==> src/hw/rtl/pic_pkg.sv <==
// Shared types and constants of the point-in-capsule classifier.
package pic_pkg;

    localparam int CFG_IDX_W  = 3;
    localparam int CFG_DATA_W = 32;
    localparam int OPND_W     = 73;
    localparam int MAG_W      = 72;
    localparam int PROD_W     = 145;
    localparam int PMAG_W     = 144;

    localparam logic [CFG_IDX_W-1:0] REG_ORIGIN_X    = 3'd0;
    localparam logic [CFG_IDX_W-1:0] REG_ORIGIN_Y    = 3'd1;
    localparam logic [CFG_IDX_W-1:0] REG_ORIGIN_Z    = 3'd2;
    localparam logic [CFG_IDX_W-1:0] REG_CELL_SIZE_X = 3'd3;
    localparam logic [CFG_IDX_W-1:0] REG_CELL_SIZE_Y = 3'd4;
    localparam logic [CFG_IDX_W-1:0] REG_CELL_SIZE_Z = 3'd5;
    localparam logic [CFG_IDX_W-1:0] REG_FIBER_COUNT = 3'd6;

    localparam logic OPER_LOAD     = 1'b0;
    localparam logic OPER_CLASSIFY = 1'b1;

    localparam logic [30:0] CELL_SIZE_RESET = 31'd65536;

    typedef logic signed [OPND_W-1:0] opnd_t;
    typedef logic signed [PROD_W-1:0] prod_t;

    typedef enum logic [4:0] {
        OP_L_DD, OP_L_AX, OP_L_AY, OP_L_AZ, OP_L_LL, OP_L_Q,
        OP_P_X, OP_P_Y, OP_P_Z,
        OP_F_DX, OP_F_DY, OP_F_DZ, OP_F_NX, OP_F_NY, OP_F_NZ, OP_F_T, OP_F_DD
    } mop_t;

    typedef struct packed {
        logic               operation;
        logic [30:0]        diameter;
        logic [30:0]        length;
        logic signed [17:0] axis_x;
        logic signed [17:0] axis_y;
        logic signed [17:0] axis_z;
        logic signed [31:0] center_x;
        logic signed [31:0] center_y;
        logic signed [31:0] center_z;
        logic [11:0]        cell_i;
        logic [11:0]        cell_j;
        logic [11:0]        cell_k;
    } item_t;

    typedef struct packed {
        logic [61:0]        d2;
        logic [30:0]        len;
        logic [98:0]        q;
        logic signed [17:0] ax;
        logic signed [17:0] ay;
        logic signed [17:0] az;
        logic signed [31:0] cx;
        logic signed [31:0] cy;
        logic signed [31:0] cz;
    } fib_t;

    typedef struct packed {
        logic capture;
        logic mul_start;
        logic wb;
        mop_t op;
        logic mem_we;
        logic mem_rd;
    } cmd_t;

    typedef struct packed {
        logic mul_done;
        logic cap_hit;
        logic in_range;
        logic cyl_hit;
    } sts_t;

endpackage

==> src/hw/rtl/pic_ctrl.sv <==
// Controller: sequences loads, cell classification and the fiber loop.
module pic_ctrl #(
    parameter int MAX_FIBERS = 64,
    parameter int PTR_W      = 6,
    parameter int CNT_W      = 7
) (
    input  logic                 clk,
    input  logic                 rst_n,
    input  logic                 item_valid,
    output logic                 item_ready,
    input  logic                 item_operation,
    output logic                 res_valid,
    input  logic                 res_ready,
    output logic                 res_solid,
    output pic_pkg::cmd_t        cmd,
    input  pic_pkg::sts_t        sts,
    input  logic [CNT_W-1:0]     active,
    output logic [PTR_W-1:0]     mem_addr
);
    typedef enum logic [8:0] {
        S_IDLE  = 9'b000000001,
        S_MUL   = 9'b000000010,
        S_WAIT  = 9'b000000100,
        S_WRITE = 9'b000001000,
        S_FETCH = 9'b000010000,
        S_CHK1  = 9'b000100000,
        S_CHK2  = 9'b001000000,
        S_NEXT  = 9'b010000000,
        S_EMIT  = 9'b100000000
    } state_t;

    state_t          state_reg, state_next;
    pic_pkg::mop_t   op_reg, op_next;
    logic [PTR_W-1:0] ptr_reg, ptr_next;
    logic [PTR_W-1:0] fidx_reg, fidx_next;
    logic            sol_reg, sol_next;
    logic            rv_reg, rv_next;
    logic            rs_reg, rs_next;
    logic [CNT_W:0]  ptr_inc;
    logic [CNT_W:0]  fidx_inc;

    assign ptr_inc  = (CNT_W + 1)'(ptr_reg) + 1'b1;
    assign fidx_inc = (CNT_W + 1)'(fidx_reg) + 1'b1;
    assign item_ready = (state_reg == S_IDLE);

    always_comb
    begin
        state_next = state_reg;
        op_next    = op_reg;
        ptr_next   = ptr_reg;
        fidx_next  = fidx_reg;
        sol_next   = sol_reg;
        rv_next    = rv_reg && !res_ready;
        rs_next    = rs_reg;
        cmd        = '0;
        cmd.op     = op_reg;
        mem_addr   = fidx_reg;
        unique case (state_reg)
            S_IDLE:
            begin
                if (item_valid)
                begin
                    cmd.capture = 1'b1;
                    op_next = (item_operation == pic_pkg::OPER_CLASSIFY) ?
                              pic_pkg::OP_P_X : pic_pkg::OP_L_DD;
                    state_next = S_MUL;
                end
            end
            S_MUL:
            begin
                cmd.mul_start = 1'b1;
                state_next = S_WAIT;
            end
            S_WAIT:
            begin
                if (sts.mul_done)
                begin
                    cmd.wb = 1'b1;
                    state_next = S_MUL;
                    unique case (op_reg)
                        pic_pkg::OP_L_DD: op_next = pic_pkg::OP_L_AX;
                        pic_pkg::OP_L_AX: op_next = pic_pkg::OP_L_AY;
                        pic_pkg::OP_L_AY: op_next = pic_pkg::OP_L_AZ;
                        pic_pkg::OP_L_AZ: op_next = pic_pkg::OP_L_LL;
                        pic_pkg::OP_L_LL: op_next = pic_pkg::OP_L_Q;
                        pic_pkg::OP_L_Q:  state_next = S_WRITE;
                        pic_pkg::OP_P_X:  op_next = pic_pkg::OP_P_Y;
                        pic_pkg::OP_P_Y:  op_next = pic_pkg::OP_P_Z;
                        pic_pkg::OP_P_Z:
                        begin
                            fidx_next = '0;
                            if (active == '0)
                            begin
                                sol_next   = 1'b0;
                                state_next = S_EMIT;
                            end
                            else
                            begin
                                state_next = S_FETCH;
                            end
                        end
                        pic_pkg::OP_F_DX: op_next = pic_pkg::OP_F_DY;
                        pic_pkg::OP_F_DY: op_next = pic_pkg::OP_F_DZ;
                        pic_pkg::OP_F_DZ: op_next = pic_pkg::OP_F_NX;
                        pic_pkg::OP_F_NX: op_next = pic_pkg::OP_F_NY;
                        pic_pkg::OP_F_NY: op_next = pic_pkg::OP_F_NZ;
                        pic_pkg::OP_F_NZ: op_next = pic_pkg::OP_F_T;
                        pic_pkg::OP_F_T:  state_next = S_CHK1;
                        pic_pkg::OP_F_DD: state_next = S_CHK2;
                    endcase
                end
            end
            S_WRITE:
            begin
                cmd.mem_we = 1'b1;
                mem_addr   = ptr_reg;
                if (ptr_inc >= (CNT_W + 1)'(active) ||
                    ptr_inc >= (CNT_W + 1)'(MAX_FIBERS))
                begin
                    ptr_next = '0;
                end
                else
                begin
                    ptr_next = PTR_W'(ptr_inc);
                end
                state_next = S_IDLE;
            end
            S_FETCH:
            begin
                cmd.mem_rd = 1'b1;
                op_next    = pic_pkg::OP_F_DX;
                state_next = S_MUL;
            end
            S_CHK1:
            begin
                priority if (sts.cap_hit)
                begin
                    sol_next   = 1'b1;
                    state_next = S_EMIT;
                end
                else if (sts.in_range)
                begin
                    op_next    = pic_pkg::OP_F_DD;
                    state_next = S_MUL;
                end
                else
                begin
                    state_next = S_NEXT;
                end
            end
            S_CHK2:
            begin
                if (sts.cyl_hit)
                begin
                    sol_next   = 1'b1;
                    state_next = S_EMIT;
                end
                else
                begin
                    state_next = S_NEXT;
                end
            end
            S_NEXT:
            begin
                if (fidx_inc >= (CNT_W + 1)'(active))
                begin
                    sol_next   = 1'b0;
                    state_next = S_EMIT;
                end
                else
                begin
                    fidx_next  = PTR_W'(fidx_inc);
                    state_next = S_FETCH;
                end
            end
            S_EMIT:
            begin
                if (!rv_reg || res_ready)
                begin
                    rv_next    = 1'b1;
                    rs_next    = sol_reg;
                    state_next = S_IDLE;
                end
            end
        endcase
    end

    always_ff @(posedge clk or negedge rst_n)
    begin
        if (!rst_n)
        begin
            state_reg <= S_IDLE;
            op_reg    <= pic_pkg::OP_L_DD;
            ptr_reg   <= '0;
            fidx_reg  <= '0;
            sol_reg   <= 1'b0;
            rv_reg    <= 1'b0;
            rs_reg    <= 1'b0;
        end
        else
        begin
            state_reg <= state_next;
            op_reg    <= op_next;
            ptr_reg   <= ptr_next;
            fidx_reg  <= fidx_next;
            sol_reg   <= sol_next;
            rv_reg    <= rv_next;
            rs_reg    <= rs_next;
        end
    end

    assign res_valid = rv_reg;
    assign res_solid = rs_reg;

endmodule

==> config.mk <==
export PLATFORM = sky130hd
export DESIGN_NAME = pic_ctrl
export DESIGN_NICKNAME = d
export VERILOG_FILES = /design/src/hw/rtl/pic_pkg.sv /design/src/hw/rtl/pic_ctrl.sv
export SDC_FILE = /design/constraint.sdc
export NUM_CORES = 1
export LEC_CHECK = 0
export BUFFER_PORTS_ARGS = -buffer_cell sky130_fd_sc_hd__buf_4
export CORE_AREA = 2 2 70 72
export CTS_CLUSTER_SIZE = 40
export DETAILED_ROUTE_END_ITERATION = 6
export DIE_AREA = 0 0 72 74
export GPL_ROUTABILITY_DRIVEN = 0
export GPL_TIMING_DRIVEN = 1
export PLACE_DENSITY = 0.86
export SLEW_MARGIN = 15
export SYNTH_ARGS = -nofsm -noshare
export SYNTH_HDL_FRONTEND = slang
export SYNTH_SLANG_ARGS = --single-unit
==> constraint.sdc <==
create_clock -name clk -period 2.2 [get_ports clk]
set_input_delay 0.33 -clock clk [delete_from_list [all_inputs] [get_ports clk]]
set_output_delay 0.33 -clock clk [all_outputs]
set_load 0.005 [all_outputs]
* Yosys cells after proc, flatten, opt, wreduce, memory -nomap -nowiden *
Cells that the tools add are included.

word-level totals
  register bits = 29
  bits in latches = 0
  bits in writable memories = 0
  bits in read-only memories = 0
  output and inout port bits = 19
  word-level logic and storage cells = 103
  memories = 0

operators by class
  $add $sub $neg = 2
  multiply operators = 0
  div/mod/pow operators = 0
  order comparisons = 3
  equality and inequality tests = 37
  shift operators = 0
  multiplexer cells = 39
  bitwise operators = 0
  reduce and logical (&&, ||, !) cells = 15

operators by type and width
  kind                                                     count
  one-hot mux 9 bit (9 select lines)                       1
  one-hot mux 5 bit (13 select lines)                      1
  2-to-1 mux 9 bit                                         7
  == test 5 x 4 -> 1 bit (second input constant)           8
  one-hot mux 9 bit (4 select lines)                       1
  2-to-1 mux 6 bit                                         5
  inequality test 2 bit (second input constant)            11
  == test 5 x 3 -> 1 bit (second input constant)           4
  2-to-1 mux 5 bit                                         4
  one-hot mux 5 bit (4 select lines)                       1
  2-to-1 mux 1 bit                                         15
  adder 6 x 1 -> 7 bit (second input constant)             2
  greater-or-equal comparator 7 bit                        2
  inequality test 14 x 1 -> 1 bit (second input constant)  1
  one-hot mux 6 bit (2 select lines)                       1
  == test 5 x 2 -> 1 bit (second input constant)           2
  == test 9 x 1 -> 1 bit (second input constant)           1
  == test 9 x 2 -> 1 bit (second input constant)           1
  == test 9 x 3 -> 1 bit (second input constant)           1
  == test 9 x 4 -> 1 bit (second input constant)           1
  == test 9 x 5 -> 1 bit (second input constant)           1
  == test 9 x 6 -> 1 bit (second input constant)           1
  == test 9 x 7 -> 1 bit (second input constant)           1
  == test 9 x 8 -> 1 bit (second input constant)           1
  other kinds (19)                                         22

* Depth between registers and ports, before layout *
Gate-level depths: netlist of the first run.

  depth in word-level cells = 5
  mapped depth = 10
  depth with buffers taken out = 9

* Worst setup path after synthesis of the first run *
OpenSTA, ideal clock, no wires.

  path kind = flip-flop to flip-flop
  from = register ptr_reg[0]
  to = register ptr_reg[2]
  arrival = 2368 ps
  required time = 2113 ps
  setup slack = -255 ps
  cell stages (with the launch flop) = 10
  path buffers = 0
  clock period less this slack = 2455 ps
  path through = dfrtp_1 ha_1 nand3_1 xnor2_1 ha_1 a21o_1 a21o_1 a221oi_1 nand4_1 o211ai_1

between the ends
  cells in the longest elaborated chain, start to end = 4
  elaborated cells between the ends (all ways) = 5
  classes of those cells = add/sub (1); order compare (2); mux (1); reduce/logical (1)

ends and longest elaborated chain
  what                                                         line                              RTL
  start: declaration                                           pic_ctrl.sv:34                    logic [PTR_W-1:0] ptr_reg, ptr_next;
  start signal: assignment                                     pic_ctrl.sv:204                   ptr_reg <= ptr_next;
  adder 6 x 1 -> 7 bit (*)                                     pic_ctrl.sv:42                    assign ptr_inc = (CNT_W + 1)'(ptr_reg) + 1'b1;
  greater-or-equal comparator 7 bit, on equally long branches  pic_ctrl.sv:117, pic_ctrl.sv:118
  logical OR 1 bit                                             pic_ctrl.sv:117                   if (ptr_inc >= (CNT_W + 1)'(active) ||
  2-to-1 mux 6 bit (*)                                         pic_ctrl.sv:117

Every way passes the cells marked *; elsewhere a longest branch is shown, timed or not.
A chain may end at the register's enable or synchronous reset.

* Worst setup path in the final report of the first run *
  from = register state_reg[1]
  to = register op_reg[1]

between the ends
  cells in the longest elaborated chain, start to end = 3
  elaborated cells between the ends (all ways) = 12
  classes of those cells = eq/ne (9); mux (1); reduce/logical (2)

ends and longest elaborated chain
  what                                                                            line             RTL
  start: declaration                                                              pic_ctrl.sv:32   state_t state_reg, state_next;
  start signal: assignment                                                        pic_ctrl.sv:202  state_reg <= state_next;
  == test 9 x 3 -> 1 bit, or another cell as far along                            pic_ctrl.sv:58   unique case (state_reg)
  inequality test 14 x 1 -> 1 bit (no source line), or another cell as far along  --
  AND reduction 6 bit (no source line)                                            --
  end signal: assignment                                                          pic_ctrl.sv:193  op_reg <= pic_pkg::OP_L_DD;
  end signal: assignment                                                          pic_ctrl.sv:203  op_reg <= op_next;
  end: declaration                                                                pic_ctrl.sv:33   pic_pkg::mop_t op_reg, op_next;

Several ways; a longest one is shown, not always the timed one.

==> results of run 1 <==
==> repair_timing <==
action | in CTS | in global routing
pin swaps | 16 | 27
buffers inserted | 9 | 8
resized for setup | 13 | 33
hold buffers | 1 | 0
setup endpoints to repair | 19 | 30
endpoints found under the hold margin | 28 | 0
==> layout make-up <==
type	count	share of cell area
multi-input cells	231	0.501
flip-flops and latches	29	0.223
repair buffers	85	0.206
clock buffers	7	0.0263
well taps	54	0.0205
inverters	13	0.0148
clock inverters	1	0.00913
==> worst max-delay path: cells and delay by family (launching register included) <==
kind | cells | cell delay [ns]
AOI/OAI and AO/OA | 2 | 0.39
and+or+nand+nor | 2 | 1.06
DFF | 1 | 0.39
muxes | 1 | 0.34
==> per-layer routing <==
metal / GRT usage / vias to the layer above
li1: - / 1188
met1: 0.329 / 1209
met2: 0.458 / 114
met3: 0.0528 / 31
met4: 0.126 / 0
met5: 0 / -
==> Yosys cell counts (5+ instances only) <==
cell type | instances | area (um2)
a21o_1 | 5 | 37.5
a21oi_1 | 10 | 50.1
clkbuf_1 | 14 | 52.6
dfrtp_1 | 28 | 701
ha_1 | 16 | 200
inv_1 | 13 | 48.8
nand2_1 | 49 | 184
nand2b_1 | 6 | 37.5
nand3_1 | 20 | 100
nand4_1 | 5 | 31.3
nor2_1 | 24 | 90.1
nor3_1 | 10 | 50.1
o21ai_0 | 12 | 60.1
xnor2_1 | 7 | 61.3
xor2_1 | 6 | 52.6
==> report_power, final <==
group	leakage [nW]	internal, mW	switching, mW
clock network	0.0585	0.369	0.223
registers	0.356	0.656	0.144
logic	1.25	1.30	1.26
==> through the flow <==
stage | instance area [um2] | hold slack [ns] | power (mW)
6_report | 3290 | 0.374 | 3.95
3_5_place_dp | 2840 | 0.280 | 2.78
5_1_grt | 3290 | 0.388 | 4.22
3_3_place_gp | 2840 | 0.269 | 2.70
4_1_cts | 3090 | 0.364 | 3.57
2_1_floorplan | 2320 | 0.0344 | 2.08
==> worst paths after layout <==
| check | endpoint | slack, ns | cells past startpoint |
|---|---|---|---|
| worst max register to register | op_reg[1] | -0.11 | 5 |
| worst min-delay path | state_reg[7] | 0.37 | 3 |
| worst max-delay path | op_reg[1] | -0.11 | 5 |
| max in group asynchronous | state_reg[0] | 1.36 | 2 |
| worst min register to register | res_solid | 0.53 | 1 |
| min in group asynchronous | ptr_reg[5] | 0.50 | 2 |
==> cells by family (layout without fill, tap and decap cells) <==
logic type / count (synthesis) / in the layout
AO/OA/AOI/OAI: 54 / 54
XOR/XNOR: 13 / 13
adder cells (fa/ha/maj): 16 / 16
buffers and inverters: 31 / 106
flip-flops: 29 / 29
multiplexers: 7 / 7
AND/OR/NAND/NOR: 141 / 141
==> summary.txt, run 1 <==
Worst setup startpoint: state_reg[1]
final clock skew: 0.00911 ns
Adder-Cell Fraction of Synth Area: 0.0870
asr flop ratio synth: 1.00
Synth Instances: 291
maximum vdd drop: 0.000677 V
Crit Path Category: flip-flop to flip-flop
Boundary Pins: 35
setup TNS: -0.624 ns
GRT Resource Usage Total: 0.268
total power per unit cell area: 1200 mW/mm2
final cell count without fillers: 420
dominant synthesized flop cell: dfrtp_1
post-synthesis compound-gate area fraction: 0.159
setup violators final: 13
Detail Route Antenna Nets: 0
placed cell count: 396
Worst-path clk slew: 0.07 ns
Netlist cell types: 52
Tcrit/Tclk final: 1.05
first-pass GRT wire length: 11000 um
hold crit path type: input pin to flip-flop
dpl ws: -0.0871 ns
# diodes: 0
final core utilization: 0.715
initial antenna violation count: 0
Final #Nets: 397
grt ovf: 0
die height: 74 um
PortBufs: 34
critical path startpoint category: flip-flop
clk_lat worst skew: 0.30 ns
most common cell after layout, fill and taps aside: buf_4
Post-synth EDFFs: 0
Final HPWL DP: 4590 um
Max Fanout on Critical Path: 4
Crit-path slowest cell: or4_4
DRT Wirelength: 7430 um
M1 WL: 2960 um
vias in the first global route: 2399
DRT Pass-1 Iters: 5
1st-iter DRT viols: 159
Seq cells post-synth: 29
H-tree Lvls: 2
largest family of logic cells by synthesized area: simple AND/OR/NAND/NOR gates
Synth Cell Area: 0.00230 mm2
reg2reg start: state_reg[1]
Longest Clk Path Bufs: 2
cell mode on critical path: or4_4
multi-input logic area: 0.00165 mm2
vias: 2542
CTS Buf Count: 5
Largest register FFs: 9
Synth Warn #: 0
clock tree sinks: 29
Simple-Gate Fraction of Synth Area: 0.302
Synth Area in XOR/XNOR: 0.0495
DIE AREA: 0.00533 mm2
setup ws final: -0.108 ns
core area: 0.00460 mm2
Rows: 25
number of remaining DRC errors: 0
Worst EP arrival: 2.48 ns
CTS root buffer: clkbuf_8
DR WL met3: 470 um
RSZ-0062 raised after global routing: yes
Final Max Tran Viols: 0
hold path start: sts[0]
via/cell ratio: 6.05
Fin. Hold Viols: 0
Pleak: 1.67 nW
largest net degree at the start of global routing: 30
Fillers: 326
layout cells sized above 1: 0.352
Die X: 72 um
Worst Max-Slew Pin Slew: 0.554 ns
Area Overhead vs Synth: 42.8%
WL met2: 3790 um
post-DR wirelength/cell: 17.7 um
sequential cell area: 732 um2
CTS tree: built
post-synthesis sequential area ratio: 0.316
Setup crit end kind: flip-flop
max-cap viol count: 0
Initial Util: 0.501
Max Used Layer: met4
mux cell area share after synthesis: 0.0326
Mapped Avg Cell Area: 7.91 um2
outcome: complete, but fails checks
Highest Clock Rate: 433 MHz
largest stage delay on the critical path: 0.54 ns
violated checks: setup timing
most frequent cells in the layout: 75 x buf_4, 44 x nand2_1, 24 x dfrtp_1
worst rel slew slack: 0.626
Worst Path Required: 2.37 ns
worst-path cell chain: or4_4 > or4_4 > a211oi_4 > o21ai_2 > mux2_1
min cycle time layout: 2.31 ns
Mapped Nets: 323
(Power assumes the default switching activity.)
==> run 2, diff against run 1 <==
--- a/config.mk
+++ b/config.mk
@@ -12,7 +12,7 @@
 export DIE_AREA = 0 0 72 74
 export GPL_ROUTABILITY_DRIVEN = 0
 export GPL_TIMING_DRIVEN = 1
-export PLACE_DENSITY = 0.86
+export PLACE_DENSITY_LB_ADDON = 0.05
 export SLEW_MARGIN = 15
 export SYNTH_ARGS = -nofsm -noshare
 export SYNTH_HDL_FRONTEND = slang
==> run 2 against run 1 <==
Net effect:
- the flow still finishes with violations (setup timing)
- core utilization is 0.27 points lower
- hold slack worse by 0.017 ns
- critical path depth stayed put
- global-route usage is 2.0 points lower
- clock-buffer cell count stayed put
- maximum frequency is 0.71% higher
- setup slack better by 0.016 ns
- flip-flop and latch count stayed put
- clock skew is 0.0054 ns lower
- combinational power is 6% lower
- routed wire length is 12% lower
- first-iteration DRC count is 17% lower
- critical endpoint is now op_reg[2]
- highest routed layer unchanged
==> summary.txt, run 2 (same netlist as run 1, synthesis figures left out) <==
worst setup path endpoint: op_reg[2]
Worst-path clk slew: 0.07 ns
core area: 0.00460 mm2
Max Fanout on Critical Path: 4
CTS Buf Count: 5
initial antenna violation count: 0
CTS root buffer: clkbuf_8
Final HPWL DP: 4580 um
final instance area: 0.00328 mm2
reg2reg start: state_reg[1]
Pleak: 1.69 nW
largest net degree at the start of global routing: 30
violated checks: setup timing
largest stage delay on the critical path: 0.55 ns
met3 GRT Util: 0.0461
Worst setup startpoint: state_reg[1]
# diodes: 0
worst rel slew slack: 0.738
Area Overhead vs Synth: 42.3%
Longest Clk Path Bufs: 2
most frequent cells in the layout: 86 x buf_4, 47 x nand2_1, 26 x dfrtp_1
H-tree Lvls: 2
DRT Pass-1 Iters: 4
Crit path max-delay family: simple AND/OR/NAND/NOR gates
Worst Max-Slew Pin Slew: 0.387 ns
Stages on worst setup path: 5
PortBufs: 34
CTS tree: built
setup ws final: -0.0918 ns
Largest register FFs: 9
Final #Nets: 404
setup TNS: -0.325 ns
min cycle time layout: 2.29 ns
Fin. Hold Viols: 0
clk_lat worst skew: 0.28 ns
met1 usage in global routing: 0.318
critical path startpoint category: flip-flop
Highest Clock Rate: 436 MHz
Worst Reg2Reg Path Length in Cells: 5
GRT Resource Usage Total: 0.248
final core utilization: 0.712
Detail Route Antenna Nets: 0
total power: 3.67 mW
Die X: 72 um
GRT Max-Usage Layer: met2
Rows: 25
vias in the first global route: 2153
worst-path cell chain: or4_4 > or4_4 > a211oi_4 > o21ai_4 > mux2_1
Final Max Tran Viols: 0
clock tree sinks: 29
Critical R2R Capture: op_reg[2]
RSZ-0062 raised after global routing: yes
first-pass GRT wire length: 10200 um
Tcrit/Tclk final: 1.04
most common cell after layout, fill and taps aside: buf_4
Boundary Pins: 35
r2r setup slk: -0.09 ns
grt ovf: 0
DIE AREA: 0.00533 mm2
DRT Wirelength: 6520 um
Post-DP Area: 0.00283 mm2
Worst EP arrival: 2.46 ns
via/cell ratio: 5.60
Worst Path Buf+Inv: 0
total power per unit cell area: 1120 mW/mm2
Setup crit end kind: flip-flop
layout cells sized above 1: 0.357
maximum vdd drop: 0.000758 V
max-cap viol count: 0
post-DR wirelength/cell: 15.3 um
die height: 74 um
Worst Path Required: 2.37 ns
Crit Path Category: flip-flop to flip-flop
outcome: complete, but fails checks
GR Util met2: 0.408
Initial Util: 0.501
Crit-path slowest cell: or4_4
number of remaining DRC errors: 0
cell mode on critical path: or4_4
final clock skew: 0.00367 ns
setup violators final: 6
hold crit path type: input pin to flip-flop
1st-iter DRT viols: 132
vias: 2390
==> run 2: changes by cell type in the layout (fill, tap and decap cells not counted), sizes merged <==
cell | before | now
buf | 84 | 91
bufinv | 1 | 0
clkinv | 0 | 1
==> run 2: worst min path at each step <==
stage	end	cells past startpoint	start	slack (ns)
after floorplan	fidx_reg[0]	0	rst_n	0.03
after global placement	fidx_reg[4]	1	rst_n	0.28
after detailed placement	fidx_reg[4]	1	rst_n	0.28
after CTS	res_valid	3	res_ready	0.35
after global routing	state_reg[7]	3	sts[1]	0.37
final	res_valid	3	res_ready	0.36
==> run 2: repair_timing <==
item | in CTS | in global routing
buffers inserted | 7 | 14
pin swaps | 10 | 16
endpoints found under the hold margin | 28 | 0
resized for setup | 11 | 28
gates cloned | 0 | 1
hold buffers | 1 | 0
endpoints found under the setup margin | 20 | 28
==> run 2: through the flow <==
stage / worst slack, ns / instances / hold WS (ns)
global route: -0.142 / 427 / 0.370
floorplan: -0.0891 / 291 / 0.0344
finish: -0.0918 / 427 / 0.357
CTS: -0.0502 / 412 / 0.350
detailed placement: -0.0815 / 396 / 0.284
global placement: -0.0104 / 396 / 0.283
==> run 2: final cells by class <==
cell class / instances / area, um2
clock buffers: 7 / 96.3
clock inverters: 1 / 5.00
fillers: 354 / 1320
inverters: 13 / 48.8
multi-input cells: 231 / 1620
flip-flops and latches: 29 / 729
well taps: 54 / 67.6
repair buffers: 92 / 706
==> run 2: power breakdown <==
part / switching [mW] / total (mW) / internal, mW
Sequential: 0.116 / 0.770 / 0.654
Clock: 0.215 / 0.498 / 0.283
Combinational: 1.19 / 2.41 / 1.22
Total: 1.52 / 3.67 / 2.15
==> run 2: worst min-delay path, stage by stage <==
cell and delay, ns:
buf_4 0.08, nand2b_1 0.13, nand2_1 0.06
==> run 2: routing by layer <==
metal / vias to the layer above / share of wire
met5: - / 0
met4: 0 / 0.027
met3: 16 / 0.040
met2: 64 / 0.50
met1: 1122 / 0.43
li1: 1188 / -
==> run 3, diff against run 2 <==
--- a/config.mk
+++ b/config.mk
@@ -6,13 +6,14 @@
 export NUM_CORES = 1
 export LEC_CHECK = 0
 export BUFFER_PORTS_ARGS = -buffer_cell sky130_fd_sc_hd__buf_4
-export CORE_AREA = 2 2 70 72
+export CORE_AREA = 2 2 67 69
 export CTS_CLUSTER_SIZE = 40
 export DETAILED_ROUTE_END_ITERATION = 6
-export DIE_AREA = 0 0 72 74
+export DIE_AREA = 0 0 69 71
 export GPL_ROUTABILITY_DRIVEN = 0
 export GPL_TIMING_DRIVEN = 1
 export PLACE_DENSITY_LB_ADDON = 0.05
+export SETUP_SLACK_MARGIN = 0.4
 export SLEW_MARGIN = 15
 export SYNTH_ARGS = -nofsm -noshare
 export SYNTH_HDL_FRONTEND = slang
==> constraint.sdc (replaced) <==
create_clock -name clk -period 2.6 [get_ports clk]
set_input_delay 0.39 -clock clk [delete_from_list [all_inputs] [get_ports clk]]
set_output_delay 0.39 -clock clk [all_outputs]
set_load 0.005 [all_outputs]
==> run 3 against run 2 <==
Net effect:
- the flow now finishes without violations
- non-clock buffer count fell by 4
- flip-flop and latch count did not move
- critical path depth rose by 4
- register-to-register slack improved by 0.36 ns
- critical path type unchanged
- critical endpoint is now sol_reg
- largest power group unchanged
- highest routed layer unchanged
==> summary.txt, run 3 (same netlist as run 1, synthesis figures left out) <==
outcome: complete, no violations
Worst EP arrival: 2.49 ns
first-pass GRT wire length: 11400 um
setup TNS: 0 ns
core area: 0.00420 mm2
Rows: 24
Boundary Pins: 35
hold crit path type: input pin to async pin
critical path startpoint category: flip-flop
Worst Max-Slew Pin Slew: 0.502 ns
Max Fanout on Critical Path: 3
WHS: 0.0294 ns
Die X: 69 um
Tcrit/Tclk final: 0.895
PortBufs: 34
die height: 71 um
Worst-path clk slew: 0.07 ns
CTS root buffer: clkbuf_8
final core utilization: 0.813
RSZ-0062 raised after global routing: yes
grt ovf: 0
Worst Path Required: 2.76 ns
Detail Route Antenna Nets: 0
Area Overhead vs Synth: 48.5%
Final #Nets: 400
Fin. Hold Viols: 0
Setup crit end kind: flip-flop
Final Max Tran Viols: 0
Crit Path Category: flip-flop to flip-flop
worst rel slew slack: 0.663
vias: 2554
Longest Clk Path Bufs: 2
maximum vdd drop: 0.000735 V
clk_lat worst skew: 0.28 ns
via/cell ratio: 6.08
most frequent cells in the layout: 74 x buf_4, 31 x nand2_1, 18 x nor2_1
Post-DP Area: 0.00267 mm2
GRT Resource Usage Total: 0.287
setup violators final: 0
number of remaining DRC errors: 0
DRT Pass-1 Iters: 5
H-tree Lvls: 2
CTS Buf Count: 5
max-cap viol count: 0
CTS tree: built
DIE AREA: 0.00490 mm2
hold buffer count at CTS: 0
Highest Clock Rate: 430 MHz
final instance area: 0.00342 mm2
post-DR wirelength/cell: 18.1 um
most common cell after layout, fill and taps aside: buf_4
Initial Util: 0.548
total power: 3.48 mW
min cycle time layout: 2.33 ns
# diodes: 0
clock tree sinks: 29
1st-iter DRT viols: 254
total power per unit cell area: 1020 mW/mm2
largest net degree at the start of global routing: 30
initial antenna violation count: 0
layout cells sized above 1: 0.448
final clock skew: 0.00667 ns
DRT Wirelength: 7590 um
Largest register FFs: 9
vias in the first global route: 2387
Final HPWL DP: 4530 um
Pleak: 1.71 nW
run 3: changes by cell type in the layout (fill, tap and decap cells not counted), sizes merged:
cell / before / now
dlygate4sd3: 1 / 0
buf: 91 / 88
clkinv: 1 / 0
run 3: per-stage QoR:
stage	cells	worst slack (ns)
detailed placement	373	0.154
floorplan	291	0.311
CTS	400	0.304
global route	420	0.179
finish	420	0.272
global placement	373	0.246
run 3: final timing paths:
check,depth (start not counted),start,endpoint,slack (ns)
max,9,fidx_reg[1],sol_reg,0.27
min in group clk,3,sts[1],state_reg[7],0.43
max reg2reg,9,fidx_reg[1],sol_reg,0.27
max in group asynchronous,1,rst_n,state_reg[0],2.24
min,1,rst_n,fidx_reg[5],0.03
min reg2reg,1,res_solid,res_solid,0.51
run 3: area by class of cell:
class                   count  area, um2
repair buffers             88        713
multi-input cells         231       1760
clock buffers               7       86.3
flip-flops and latches     29        741
well taps                  52       65.1
fillers                   268        786
inverters                  13       48.8
run 3: report_power, final:
part           internal (mW)  total, mW  switching (mW)
clock                  0.210      0.386           0.176
sequential             0.559      0.728           0.169
combinational           1.22       2.37            1.15
total                   1.98       3.48            1.50
run 3: worst max-delay path, cell delays in order, from the launching register on:
cell and delay [ns]:
dfrtp_1 0.41, ha_4 0.18, nand3_2 0.09, xnor2_2 0.16, ha_1 0.38, nand2_2 0.10, nor3_4 0.21, a211o_1 0.18
o211ai_1 0.13, a221o_1 0.35
run 3: timing repair:
| item | CTS | global route |
|---|---|---|
| resized for setup | 31 | 61 |
| pin swaps | 18 | 35 |
| gates cloned | 0 | 0 |
| setup endpoints to repair | 26 | 32 |
| endpoints found under the hold margin | 0 | 0 |
| buffers inserted | 20 | 20 |
run 3: metal layers:
layer  track usage  part of all wire  vias to the layer above
met5             0                 0                        -
met4         0.107             0.028                        0
met3        0.0527             0.052                       22
met2         0.482              0.50                      114
met1         0.370              0.42                     1234
li1              -                 -                     1184
